File: src/hdl/ppghrd_pkg.sv
// Shared widths, constants and register indexes of the PPG heart-rate detector.
`timescale 1ns / 1ps

package ppghrd_pkg;

   localparam int IR_W    = 18;
   localparam int TIME_W  = 32;
   localparam int REFR_W  = 16;
   localparam int BPM_W   = 8;
   localparam int DC_W    = 34;
   localparam int CSR_W   = 18;
   localparam int CSR_IDX_W = 3;

   // dc_new = floor(dc * DC_KEEP / 2^16) + ir * DC_TAKE
   localparam int DC_FRAC_W = 16;
   localparam logic [DC_FRAC_W-1:0] DC_KEEP = 16'd62259;
   localparam logic [11:0] DC_TAKE = 12'd3277;

   // Rate = MS_PER_MIN / elapsed
   localparam int QUO_W = 16;
   localparam logic [QUO_W-1:0] MS_PER_MIN = 16'd60000;

   // Register indexes
   localparam logic [CSR_IDX_W-1:0] CSR_NO_FINGER  = 3'd0;
   localparam logic [CSR_IDX_W-1:0] CSR_BEAT_DROP  = 3'd1;
   localparam logic [CSR_IDX_W-1:0] CSR_REFRACTORY = 3'd2;
   localparam logic [CSR_IDX_W-1:0] CSR_BPM_MIN    = 3'd3;
   localparam logic [CSR_IDX_W-1:0] CSR_BPM_MAX    = 3'd4;

   // Register reset values
   localparam logic [IR_W-1:0]   RST_NO_FINGER  = 18'd5000;
   localparam logic [IR_W-1:0]   RST_BEAT_DROP  = 18'd20;
   localparam logic [REFR_W-1:0] RST_REFRACTORY = 16'd250;
   localparam logic [BPM_W-1:0]  RST_BPM_MIN    = 8'd20;
   localparam logic [BPM_W-1:0]  RST_BPM_MAX    = 8'd255;

endpackage

File: src/hdl/ppghrd_dcmul.sv
// Bit-serial multiply of the DC estimate by the keep factor, scaled down by 2^16.
`timescale 1ns / 1ps

module ppghrd_dcmul (
   input  logic                       clock,
   input  logic                       reset,
   input  logic                       start,
   input  logic [ppghrd_pkg::DC_W-1:0] dc_value,
   output logic                       done,
   output logic [ppghrd_pkg::DC_W-1:0] product
);
   import ppghrd_pkg::*;

   localparam int CNT_W = $clog2(DC_FRAC_W);
   localparam logic [CNT_W-1:0] CNT_LAST = CNT_W'(DC_FRAC_W - 1);

   logic                 busy_ff, busy_in;
   logic                 done_ff, done_in;
   logic [CNT_W-1:0]     cnt_ff, cnt_in;
   logic [DC_FRAC_W-1:0] coef_ff, coef_in;
   logic [DC_W-1:0]      dc_ff, dc_in;
   logic [DC_W:0]        acc_ff, acc_in;
   logic [DC_W+1:0]      sum;

   // LSB-first shift-add; dropping the low bit each step gives an exact floor
   always_comb begin
      sum     = {1'b0, acc_ff} + (coef_ff[0] ? {2'b00, dc_ff} : '0);
      busy_in = busy_ff;
      done_in = 1'b0;
      cnt_in  = cnt_ff;
      coef_in = coef_ff;
      dc_in   = dc_ff;
      acc_in  = acc_ff;
      if (start) begin
         busy_in = 1'b1;
         cnt_in  = '0;
         coef_in = DC_KEEP;
         dc_in   = dc_value;
         acc_in  = '0;
      end else if (busy_ff) begin
         acc_in  = sum[DC_W+1:1];
         coef_in = coef_ff >> 1;
         cnt_in  = cnt_ff + 1'b1;
         if (cnt_ff == CNT_LAST) begin
            busy_in = 1'b0;
            done_in = 1'b1;
         end
      end
   end

   always_ff @(posedge clock) begin
      if (reset) begin
         busy_ff <= 1'b0;
         done_ff <= 1'b0;
      end else begin
         busy_ff <= busy_in;
         done_ff <= done_in;
      end
      cnt_ff  <= cnt_in;
      coef_ff <= coef_in;
      dc_ff   <= dc_in;
      acc_ff  <= acc_in;
   end

   assign done    = done_ff;
   assign product = acc_ff[DC_W-1:0];  // below dc, fits DC_W bits

endmodule

File: src/hdl/ppghrd_div.sv
// Restoring divider, one quotient bit per cycle: 60000 divided by elapsed ms.
`timescale 1ns / 1ps

module ppghrd_div (
   input  logic                          clock,
   input  logic                          reset,
   input  logic                          start,
   input  logic [ppghrd_pkg::TIME_W-1:0] divisor,
   output logic                          done,
   output logic [ppghrd_pkg::QUO_W-1:0]  quotient
);
   import ppghrd_pkg::*;

   localparam int CNT_W = $clog2(QUO_W);
   localparam logic [CNT_W-1:0] CNT_LAST = CNT_W'(QUO_W - 1);

   logic              busy_ff, busy_in;
   logic              done_ff, done_in;
   logic [CNT_W-1:0]  cnt_ff, cnt_in;
   logic [TIME_W-1:0] dvs_ff, dvs_in;
   logic [QUO_W-1:0]  dvd_ff, dvd_in;
   logic [QUO_W-1:0]  rem_ff, rem_in;
   logic [QUO_W-1:0]  quo_ff, quo_in;
   logic [QUO_W:0]    rem_sh;
   logic              fits;

   always_comb begin
      rem_sh  = {rem_ff, dvd_ff[QUO_W-1]};
      fits    = {{(TIME_W-QUO_W-1){1'b0}}, rem_sh} >= dvs_ff;
      busy_in = busy_ff;
      done_in = 1'b0;
      cnt_in  = cnt_ff;
      dvs_in  = dvs_ff;
      dvd_in  = dvd_ff;
      rem_in  = rem_ff;
      quo_in  = quo_ff;
      if (start) begin
         busy_in = 1'b1;
         cnt_in  = '0;
         dvs_in  = divisor;
         dvd_in  = MS_PER_MIN;
         rem_in  = '0;
         quo_in  = '0;
      end else if (busy_ff) begin
         // remainder stays below the dividend prefix, so QUO_W bits hold it
         rem_in = fits ? QUO_W'(rem_sh - dvs_ff[QUO_W:0]) : rem_sh[QUO_W-1:0];
         quo_in = {quo_ff[QUO_W-2:0], fits};
         dvd_in = dvd_ff << 1;
         cnt_in = cnt_ff + 1'b1;
         if (cnt_ff == CNT_LAST) begin
            busy_in = 1'b0;
            done_in = 1'b1;
         end
      end
   end

   always_ff @(posedge clock) begin
      if (reset) begin
         busy_ff <= 1'b0;
         done_ff <= 1'b0;
      end else begin
         busy_ff <= busy_in;
         done_ff <= done_in;
      end
      cnt_ff <= cnt_in;
      dvs_ff <= dvs_in;
      dvd_ff <= dvd_in;
      rem_ff <= rem_in;
      quo_ff <= quo_in;
   end

   assign done     = done_ff;
   assign quotient = quo_ff;

endmodule

File: src/hdl/ppg_heart_rate_detector.sv
// Top level of the PPG heart-rate detector: control sequencer, state and ports.
// Sample path: accepted in S_IDLE; a no-finger sample goes straight to S_FIN, other
//   samples pass S_DC (DC multiply), S_TEST and, on a beat, S_DIV (rate divide) first.
// One sample at a time, accepted only in S_IDLE, so the pace is set by the bit-serial DC
//   multiply and the bit-serial rate divider; a new sample is taken while a result waits.
// Reset (synchronous, active high): registers to defaults, DC, last beat, average 0.
`timescale 1ns / 1ps

module ppg_heart_rate_detector (
   input  logic                                  clock,
   input  logic                                  reset,
   // sample beats
   input  logic                                  req_tvalid,
   output logic                                  req_tready,
   input  logic [55:0]                           req_tdata,  // [17:0] ir_level, [49:18] now_ms
   // result beats
   output logic                                  rsp_tvalid,
   input  logic                                  rsp_tready,
   output logic [15:0]                           rsp_tdata,  // [7:0] avg_bpm, [8] beat_seen,
                                                             // [9] bpm_accepted
   // register writes
   input  logic                                  csr_wen,
   input  logic [ppghrd_pkg::CSR_IDX_W-1:0]      csr_index,
   input  logic [ppghrd_pkg::CSR_W-1:0]          csr_wdata
);
   import ppghrd_pkg::*;

   typedef enum logic [4:0] {
      S_IDLE = 5'b00001,
      S_DC   = 5'b00010,
      S_TEST = 5'b00100,
      S_DIV  = 5'b01000,
      S_FIN  = 5'b10000
   } state_type;

   state_type state_ff, state_in;

   // configuration
   logic [IR_W-1:0]   nofinger_ff, nofinger_in;
   logic [IR_W-1:0]   drop_ff, drop_in;
   logic [REFR_W-1:0] refr_ff, refr_in;
   logic [BPM_W-1:0]  bpm_min_ff, bpm_min_in;
   logic [BPM_W-1:0]  bpm_max_ff, bpm_max_in;

   // architectural state
   logic [DC_W-1:0]   dc_ff, dc_in;
   logic [TIME_W-1:0] last_ff, last_in;
   logic [BPM_W-1:0]  avg_ff, avg_in;

   // per-sample working registers
   logic [IR_W-1:0]   ir_ff, ir_in;
   logic [TIME_W-1:0] now_ff, now_in;
   logic              nf_ff, nf_in;
   logic              beat_ff, beat_in;
   logic [DC_W-1:0]   dcn_ff, dcn_in;
   logic [TIME_W-1:0] elapsed_ff, elapsed_in;

   // output register
   logic              rsp_valid_ff, rsp_valid_in;
   logic [15:0]       rsp_data_ff, rsp_data_in;

   // serial units
   logic              mul_start, mul_done;
   logic [DC_W-1:0]   mul_prod;
   logic              div_start, div_done;
   logic [QUO_W-1:0]  bpm;

   logic              req_take;
   logic              slot_free;
   logic [29:0]       take_prod;
   logic [DC_W:0]     limit;
   logic              beat_now;
   logic              bpm_ok;
   logic [BPM_W+1:0]  avg_sum;
   logic [BPM_W-1:0]  avg_next;

   ppghrd_dcmul u_dcmul (
      .clock    (clock),
      .reset    (reset),
      .start    (mul_start),
      .dc_value (dc_ff),
      .done     (mul_done),
      .product  (mul_prod)
   );

   ppghrd_div u_div (
      .clock    (clock),
      .reset    (reset),
      .start    (div_start),
      .divisor  (elapsed_ff),
      .done     (div_done),
      .quotient (bpm)
   );

   assign req_tready = (state_ff == S_IDLE);
   assign req_take   = req_tvalid && req_tready;
   assign slot_free  = !rsp_valid_ff || rsp_tready;

   always_comb begin
      // datapath terms
      take_prod = 30'(ir_ff) * 30'(DC_TAKE);
      limit     = {(({1'b0, ir_ff}) + ({1'b0, drop_ff})), {DC_FRAC_W{1'b0}}};
      beat_now  = ({1'b0, dcn_ff} > limit) &&
                  (elapsed_ff > {{(TIME_W-REFR_W){1'b0}}, refr_ff});
      bpm_ok    = beat_ff && (bpm < {{(QUO_W-BPM_W){1'b0}}, bpm_max_ff}) &&
                  (bpm > {{(QUO_W-BPM_W){1'b0}}, bpm_min_ff});
      // (3*avg + bpm) / 4; bpm is below bpm_max here so its low byte is exact
      avg_sum   = ({2'b00, avg_ff} << 1) + {2'b00, avg_ff} + {2'b00, bpm[BPM_W-1:0]};
      if (nf_ff) begin
         avg_next = '0;
      end else if (bpm_ok) begin
         avg_next = (avg_ff == '0) ? bpm[BPM_W-1:0] : avg_sum[BPM_W+1:2];
      end else begin
         avg_next = avg_ff;
      end

      // defaults
      state_in     = state_ff;
      nofinger_in  = nofinger_ff;
      drop_in      = drop_ff;
      refr_in      = refr_ff;
      bpm_min_in   = bpm_min_ff;
      bpm_max_in   = bpm_max_ff;
      dc_in        = dc_ff;
      last_in      = last_ff;
      avg_in       = avg_ff;
      ir_in        = ir_ff;
      now_in       = now_ff;
      nf_in        = nf_ff;
      beat_in      = beat_ff;
      dcn_in       = dcn_ff;
      elapsed_in   = elapsed_ff;
      rsp_valid_in = rsp_valid_ff && !rsp_tready;
      rsp_data_in  = rsp_data_ff;
      mul_start    = 1'b0;
      div_start    = 1'b0;

      if (csr_wen) begin
         unique case (csr_index)
            CSR_NO_FINGER:  nofinger_in = csr_wdata[IR_W-1:0];
            CSR_BEAT_DROP:  drop_in     = csr_wdata[IR_W-1:0];
            CSR_REFRACTORY: refr_in     = csr_wdata[REFR_W-1:0];
            CSR_BPM_MIN:    bpm_min_in  = csr_wdata[BPM_W-1:0];
            CSR_BPM_MAX:    bpm_max_in  = csr_wdata[BPM_W-1:0];
            default: ;
         endcase
      end

      unique case (state_ff)
         S_IDLE: begin
            if (req_take) begin
               ir_in   = req_tdata[IR_W-1:0];
               now_in  = req_tdata[IR_W+TIME_W-1:IR_W];
               nf_in   = req_tdata[IR_W-1:0] < nofinger_ff;
               beat_in = 1'b0;
               if (req_tdata[IR_W-1:0] < nofinger_ff) begin
                  state_in = S_FIN;
               end else begin
                  mul_start = 1'b1;
                  state_in  = S_DC;
               end
            end
         end
         S_DC: begin
            if (mul_done) begin
               // sum stays at or below max(dc, ir << 16)
               dcn_in     = mul_prod + DC_W'(take_prod);
               elapsed_in = now_ff - last_ff;
               state_in   = S_TEST;
            end
         end
         S_TEST: begin
            beat_in = beat_now;
            if (beat_now) begin
               div_start = 1'b1;
               state_in  = S_DIV;
            end else begin
               state_in = S_FIN;
            end
         end
         S_DIV: begin
            if (div_done) begin
               state_in = S_FIN;
            end
         end
         S_FIN: begin
            if (slot_free) begin
               avg_in       = avg_next;
               dc_in        = nf_ff ? '0 : dcn_ff;
               last_in      = beat_ff ? now_ff : last_ff;
               rsp_valid_in = 1'b1;
               rsp_data_in  = {6'b0, bpm_ok, beat_ff, avg_next};
               state_in     = S_IDLE;
            end
         end
         default: state_in = S_IDLE;
      endcase
   end

   always_ff @(posedge clock) begin
      if (reset) begin
         state_ff     <= S_IDLE;
         nofinger_ff  <= RST_NO_FINGER;
         drop_ff      <= RST_BEAT_DROP;
         refr_ff      <= RST_REFRACTORY;
         bpm_min_ff   <= RST_BPM_MIN;
         bpm_max_ff   <= RST_BPM_MAX;
         dc_ff        <= '0;
         last_ff      <= '0;
         avg_ff       <= '0;
         rsp_valid_ff <= 1'b0;
      end else begin
         state_ff     <= state_in;
         nofinger_ff  <= nofinger_in;
         drop_ff      <= drop_in;
         refr_ff      <= refr_in;
         bpm_min_ff   <= bpm_min_in;
         bpm_max_ff   <= bpm_max_in;
         dc_ff        <= dc_in;
         last_ff      <= last_in;
         avg_ff       <= avg_in;
         rsp_valid_ff <= rsp_valid_in;
      end
      ir_ff       <= ir_in;
      now_ff      <= now_in;
      nf_ff       <= nf_in;
      beat_ff     <= beat_in;
      dcn_ff      <= dcn_in;
      elapsed_ff  <= elapsed_in;
      rsp_data_ff <= rsp_data_in;
   end

   assign rsp_tvalid = rsp_valid_ff;
   assign rsp_tdata  = rsp_data_ff;

endmodule

File: config.mk
export PLATFORM = sky130hd
export DESIGN_NAME = ppg_heart_rate_detector
export DESIGN_NICKNAME = d
export VERILOG_FILES = /design/src/hdl/ppghrd_pkg.sv /design/src/hdl/ppghrd_dcmul.sv /design/src/hdl/ppghrd_div.sv /design/src/hdl/ppg_heart_rate_detector.sv
export SDC_FILE = /design/constraint.sdc
export NUM_CORES = 1
export LEC_CHECK = 0
export ABC_AREA = 1
export BUFFER_PORTS_ARGS = -buffer_cell sky130_fd_sc_hd__buf_2
export CAP_MARGIN = 20
export CORE_MARGIN = 2
export CORE_UTILIZATION = 59
export CTS_CLUSTER_DIAMETER = 120
export DETAILED_ROUTE_END_ITERATION = 8
export PLACE_DENSITY = 0.76
export SLEW_MARGIN = 10
export SYNTH_ARGS = -nofsm -noshare
export SYNTH_HDL_FRONTEND = slang
export SYNTH_SLANG_ARGS = --single-unit
export TNS_END_PERCENT = 1
File: constraint.sdc
create_clock -name clock -period 8.8 [get_ports clock]
set_input_delay 0 -clock clock [delete_from_list [all_inputs] [get_ports clock]]
set_output_delay 0 -clock clock [all_outputs]
set_load 0.02 [all_outputs]
# Word level (Yosys, flattened, before mapping)

Cells that the tools add are included.

Reduce and logical (&&, ||, !) cells: 24
Multiply operators: 1
Muxes and demuxes: 30
Eq/ne operators: 15
Add/subtract/negate cells: 9
Magnitude comparators: 6
Bitwise operators: 2

Operator list:

| cell                                                | number |
|---|---|
| 2-to-1 mux 34 bit                                   | 2 |
| adder 35 x 36 -> 36 bit                             | 1 |
| greater-than comparator 34 x 35 -> 1 bit            | 1 |
| adder 34 x 30 -> 34 bit                             | 1 |
| greater-or-equal comparator 17 x 32 -> 1 bit        | 1 |
| greater-than comparator 32 x 16 -> 1 bit            | 1 |
| subtractor 32 bit                                   | 1 |
| multiplier 18 x 12 -> 30 bit, second input constant | 1 |
| 2-to-1 mux 5 bit                                    | 6 |
| case mux 5 bit (5 select lines)                     | 1 |
| 2-to-1 mux 8 bit                                    | 3 |
| adder 18 x 18 -> 19 bit                             | 1 |
| < comparator 18 bit                                 | 1 |
| AND reduction 2 bit                                 | 9 |
| greater-than comparator 16 x 8 -> 1 bit             | 1 |
| < comparator 16 x 8 -> 1 bit                        | 1 |
| 2-to-1 mux 1 bit                                    | 16 |
| 2-to-1 mux 16 bit                                   | 1 |
| subtractor 16 bit                                   | 1 |
| adder 10 x 8 -> 10 bit                              | 1 |
| adder 9 x 8 -> 10 bit                               | 1 |
| adder 4 x 1 -> 4 bit, second input constant         | 2 |
| == test 4 bit, second input constant                | 2 |
| zero test 8 bit                                     | 1 |
| 20 further kinds                                    | 30 |

Logic and storage cells: 117
Register bits after elaboration: 448
Output and inout port bits: 18

# Depth between registers and ports, before layout

Depth in word-level cells: 6
Depth in mapped cells: 22
Mapped depth without buffers: 22

# By module

A second synthesis with hierarchy kept.

Cell total of the unflattened synthesis: 3,740
Area, all modules: 30,236.5 um^2

By module, submodules not included:

| module                  | cells each | area an instance (um^2) | instances |
|---|---|---|---|
| ppg_heart_rate_detector | 2,330      | 19,950.4                | 1 |
| ppghrd_dcmul            | 879        | 6,024.5                 | 1 |
| ppghrd_div              | 531        | 4,261.6                 | 1 |

# Worst setup path after synthesis

No wires, ideal clock.

Kind: flip-flop to flip-flop
Start: register state_ff[2]
End: register u_dcmul.dc_ff[0] (enable)
Stages on the path, launching flop included: 9
Arrival time: 4.335 ns
Period minus slack after synthesis: 4.714 ns
Slack: 4.086 ns
Required time: 8.421 ns
Cell sequence: dfxtp_1 nor2_2 nand2_1 nor3_2 inv_1 nor2_1 nand2_2 inv_2 buf_2

Cells in the longest elaborated chain, start to end: 4

Ends and longest elaborated chain:

| item                     | RTL line                       | RTL |
|---|---|---|
| start: declaration       | ppg_heart_rate_detector.sv:36  | `state_type state_ff, state_in;` |
| start signal: assignment | ppg_heart_rate_detector.sv:213 | `state_ff <= state_in;` |
| == test 5 x 1 -> 1 bit * | ppg_heart_rate_detector.sv:95  | `assign req_tready = (state_ff == S_IDLE);` |
| named net req_tready     | ppg_heart_rate_detector.sv:14  | `output logic req_tready,` |
| logical AND 1 bit        | ppg_heart_rate_detector.sv:96  | `assign req_take = req_tvalid && req_tready;` |
| 2-to-1 mux 1 bit         | ppg_heart_rate_detector.sv:151 | `if (req_take) begin` |
| 2-to-1 mux 1 bit *       | ppg_heart_rate_detector.sv:149 | `unique case (state_ff)` |
| named net mul_start      | ppg_heart_rate_detector.sv:63  | `logic mul_start, mul_done;` |
| end signal: assignment   | ppghrd_dcmul.sv:61             | `dc_ff <= dc_in;` |
| end: declaration         | ppghrd_dcmul.sv:21             | `logic [DC_W-1:0] dc_ff, dc_in;` |

The timed path passes the listed nets; every way through them passes the cells marked *.
A chain may end at the register's enable or synchronous reset.

# Worst setup path in the final report

Start: register ir_ff[1]
End: register dcn_ff[33], data pin

Cells in the longest elaborated chain, start to end: 2

Ends and longest elaborated chain:

| item                         | RTL line                       | RTL |
|---|---|---|
| start: declaration           | ppg_heart_rate_detector.sv:51  | `logic [IR_W-1:0] ir_ff, ir_in;` |
| start signal: assignment     | ppg_heart_rate_detector.sv:224 | `ir_ff <= ir_in;` |
| multiplier 18 x 12 -> 30 bit | ppg_heart_rate_detector.sv:101 | `take_prod = 30'(ir_ff) * 30'(DC_TAKE);` |
| adder 34 x 30 -> 34 bit      | ppg_heart_rate_detector.sv:167 | `dcn_in = mul_prod + DC_W'(take_prod);` |
| end signal: assignment       | ppg_heart_rate_detector.sv:228 | `dcn_ff <= dcn_in;` |
| end: declaration             | ppg_heart_rate_detector.sv:55  | `logic [DC_W-1:0] dcn_ff, dcn_in;` |

Every way passes these cells.

==> results.md <==
- Hold Crit Class: in2reg
- Clk root buf: clkbuf_16
- Met3 Resource Use GR: 0.04626
- Worst skew pair latency: about 620 ps
- TritonCTS clock tree: yes
- Chip Width: 226.8 um
- Worst-case clock skew: ~45 ps
- XOR/XNOR share of the synthesized area: 0.02990
- Max_slew headroom: 0.2355
- Crit path max fanout: 9
- Crit share post-route: 0.5999
- Post-synthesis simple-gate area fraction: 0.1578
- Largest family of logic cells by synthesized area: adder cells
- Placed cell count: 4200
- Via density: ~5.4
- Compound-cell area share of the yosys netlist: 0.1390
- Crit-path leading delay family: adder cells
- Die area: just over 0.05 sq mm
- Final worst setup slack: 3521 ps
- Initial antenna violation count: 2
- PwrDens: roughly 400 mW/mm^2
- Crit. End Element: register
- Pin count of the biggest net entering global routing: 101
- Synth async-reset ratio: 0
- Leak: 15.62 nW
- Routed WL: 71.33 mm
- M2 GR Usage: 0.4397
- Layout cell share with drive strength beyond 1: 0.06890
- Slew Viols, Final: 0
- Crit path kind: reg2reg
- Routed vias: 23510
- CTS buffer count: 48
- # clock sinks: roughly 450
- Max Buffers Root-to-Sink: 3
- Peak VDD IR: 578.4 uV
- Overall die height: 226.8 um
- I/O Pins: 100
- Setup TNS: 0 ps
- Post-route antenna net violation count: 0
- Synth Instances: about 3500
- Synthesized area: 0.02929 sq mm
- Starting density of the core: 0.5984
- Setup violators final: 0
- Outcome: completed
- Crit start category: register
- Final Hold Fails: 0
- FMAX: 189.4 MHz
- Non-filler instance count after layout: ~4400
- Min Tclk post-route: approximately 5300 ps
- Nets: 4149
- Multiplexer share of the synthesized area: 0
- Seq cells post-synth: roughly 450
- Required time of the critical path: 9150 ps
- DRT iter0 DRCs: 1835
- Worst Max-Slew Pin Slew: 1143 ps
- Number of port buffers: 87
- Remaining routing DRC violations: 0
- Number of max-cap violations: 0
- H-tree Lvls: 2
- Drt pass-1 iters: 6
- Seq/Total Area, Yosys: 0.3725
- Setup Slack @ Placement: between 3000 and 4000 ps
- Reg clk slew, reported paths: 60 ps
- RSZ-0062 raised after global routing: no
- Yosys cell types: 66
- Syn_area_per_cell: ~8.3 sq um
- Core area: approximately 0.049 sq mm
- Overall Global Routing Usage: 0.2838
- CP arrival: 5630 ps
- HPWL Detailed: 51.79 mm
- RePlAce Congestion: 0.9590
- WL/cell: 16.33 um
- Standard-cell rows: 81
- WP buf/inv: 3
- Synth warn: 0
- P&R area growth vs syn: 12.02%
- Main synth FF type: dfxtp_1
- CP most frequent cell: nand2_1
- First-pass GRT wire length: around 120 mm
- Overflow after GRT: 0
- Adder-cell area share of the yosys netlist: 0.2003
- PostCTS Resize Cnt: 0
- Crit-path slowest cell: edfxtp_1
- Most Crowded Layer GR: met2
- Worst path cell trace: ha_1 > xor2_1 > ha_1 > a21o_1 > fa_1 > fa_1 > inv_1 > fa_1 > inv_1 > ha_1 > nand2_1 > inv_1 > nand2_1 > nor3_1 > nand2_1 > o211ai_1 > a21o_1 > nand2_1 > nand2_1 > xor2_1
- CP max stage delay: 780 ps
- Vias in the first global route: around 23000
- Number of synthesized flops with an enable pin: 194
- Met1 Usage GRT: 0.4138
[cells in the mapped netlist (5+ instances only)]
library cell | instances | share of area
a211oi_1 | 12 | 0.0031
a21o_1 | 25 | 0.0064
a21oi_1 | 303 | 0.052
a31oi_1 | 18 | 0.0038
buf_1 | 5 | 0.00064
buf_2 | 13 | 0.0022
buf_4 | 9 | 0.0023
clkbuf_1 | 58 | 0.0074
clkinv_1 | 5 | 0.00064
dfxtp_1 | 254 | 0.17
edfxtp_1 | 194 | 0.20
fa_1 | 105 | 0.072
ha_1 | 301 | 0.13
inv_1 | 662 | 0.085
inv_2 | 6 | 0.00077
nand2_1 | 610 | 0.078
nand2_2 | 17 | 0.0036
nand3_1 | 126 | 0.022
nand4_1 | 31 | 0.0066
nor2_1 | 230 | 0.029
nor3_1 | 33 | 0.0056
nor4_1 | 12 | 0.0026
o211ai_1 | 63 | 0.016
o21a_1 | 6 | 0.0015
o21ai_0 | 193 | 0.033
o21ai_1 | 20 | 0.0034
o21ai_2 | 18 | 0.0054
o21bai_1 | 14 | 0.0036
or2_2 | 10 | 0.0021
xnor2_1 | 28 | 0.0084
xor2_1 | 72 | 0.022
[registers in the layout, indices dropped and copies added, names as in the netlist, 32 cells and up]
| signal | cells |
|---|---|
| dcn_ff | 34 |
| last_ff | 32 |
| u_dcmul.dc_ff | 34 |
| dc_ff | 34 |
| elapsed_ff | 32 |
| u_dcmul.acc_ff | 35 |
| now_ff | 32 |
| u_div.dvs_ff | 32 |
[path summary, 6_finish.rpt]
| check | from | end | slack [ps] | cells past startpoint |
|---|---|---|---|---|
| worst max-delay path | ir_ff[1] | dcn_ff[33] | 3520 | 20 |
| worst min register to register | dc_ff[28] | u_dcmul.dc_ff[28] | 430 | 0 |
| worst min-delay path | reset | state_ff[1] | 50 | 2 |
| worst max register to register | ir_ff[1] | dcn_ff[33] | 3520 | 20 |
[power by group]
part,switching [mW],leakage [nW],internal [mW]
Sequential,0.187,3.88,2.79
Clock,0.882,0.850,1.31
Combinational,5.03,10.9,3.00
Total,6.10,15.6,7.10
[timing repair]
| item | in CTS | in global routing |
|---|---|---|
| buffers inserted | 0 | 0 |
| hold buffers | 75 | 0 |
| endpoints found under the setup margin | 0 | 0 |
| hold endpoints to repair | 122 | 0 |
[cell families after synthesis]
family | count (synthesis)
simple gates | 1093
buf+inv | 761
compound gates | 708
flops | 448
fa+ha+maj | 406
xor+xnor | 100
other cells | 1
[cell usage in the layout (no fill, tap or decap), drive strengths merged, types with 19 or more instances in the layout]
cell type    netlist  final
a21o              25     25
a21oi            305    305
buf               30    102
clkbuf            58     65
clkinv             5     19
dfxtp            254    254
dlygate4sd3        0     75
edfxtp           194    194
fa               105    105
ha               301    301
inv              668    671
nand2            628    628
nand3            130    130
nand4             31     31
nor2             234    234
nor3              34     34
o211ai            63     63
o21ai            231    231
xnor2             28     28
xor2              72     72
[layout make-up]
class | instances | area (sq um)
fillers | 3921 | 16140
multi-input cells | 2313 | 15480
flip-flops and latches | 448 | 10910
inverters | 673 | 2526
clock buffers | 65 | 1368
repair buffers | 177 | 1299
well taps | 664 | 830.8
clock inverters | 25 | 392.9
diodes | 2 | 5.005
[per-layer routing]
| layer | wire length [um] | part of all wire |
|---|---|---|
| met5 | 0 | 0 |
| met3 | 5326 | 0.075 |
| met1 | 33440 | 0.47 |
| met4 | 1719 | 0.024 |
| met2 | 30850 | 0.43 |
[per-stage QoR]
step / instance area, sq um / hold WS (ps) / power, mW / utilization
global placement: 30290 / 176.5 / 10.74 / 0.6189
finish: 32810 / 46.66 / 13.19 / 0.6703
floorplan: 29310 / 98.87 / 9.031 / -
detailed placement: 30290 / 178.1 / 10.85 / 0.6189
CTS: 32810 / 13.14 / 13.14 / 0.6702
global route: 32810 / 58.72 / 14.55 / 0.6703
(Power assumes the default switching activity.)
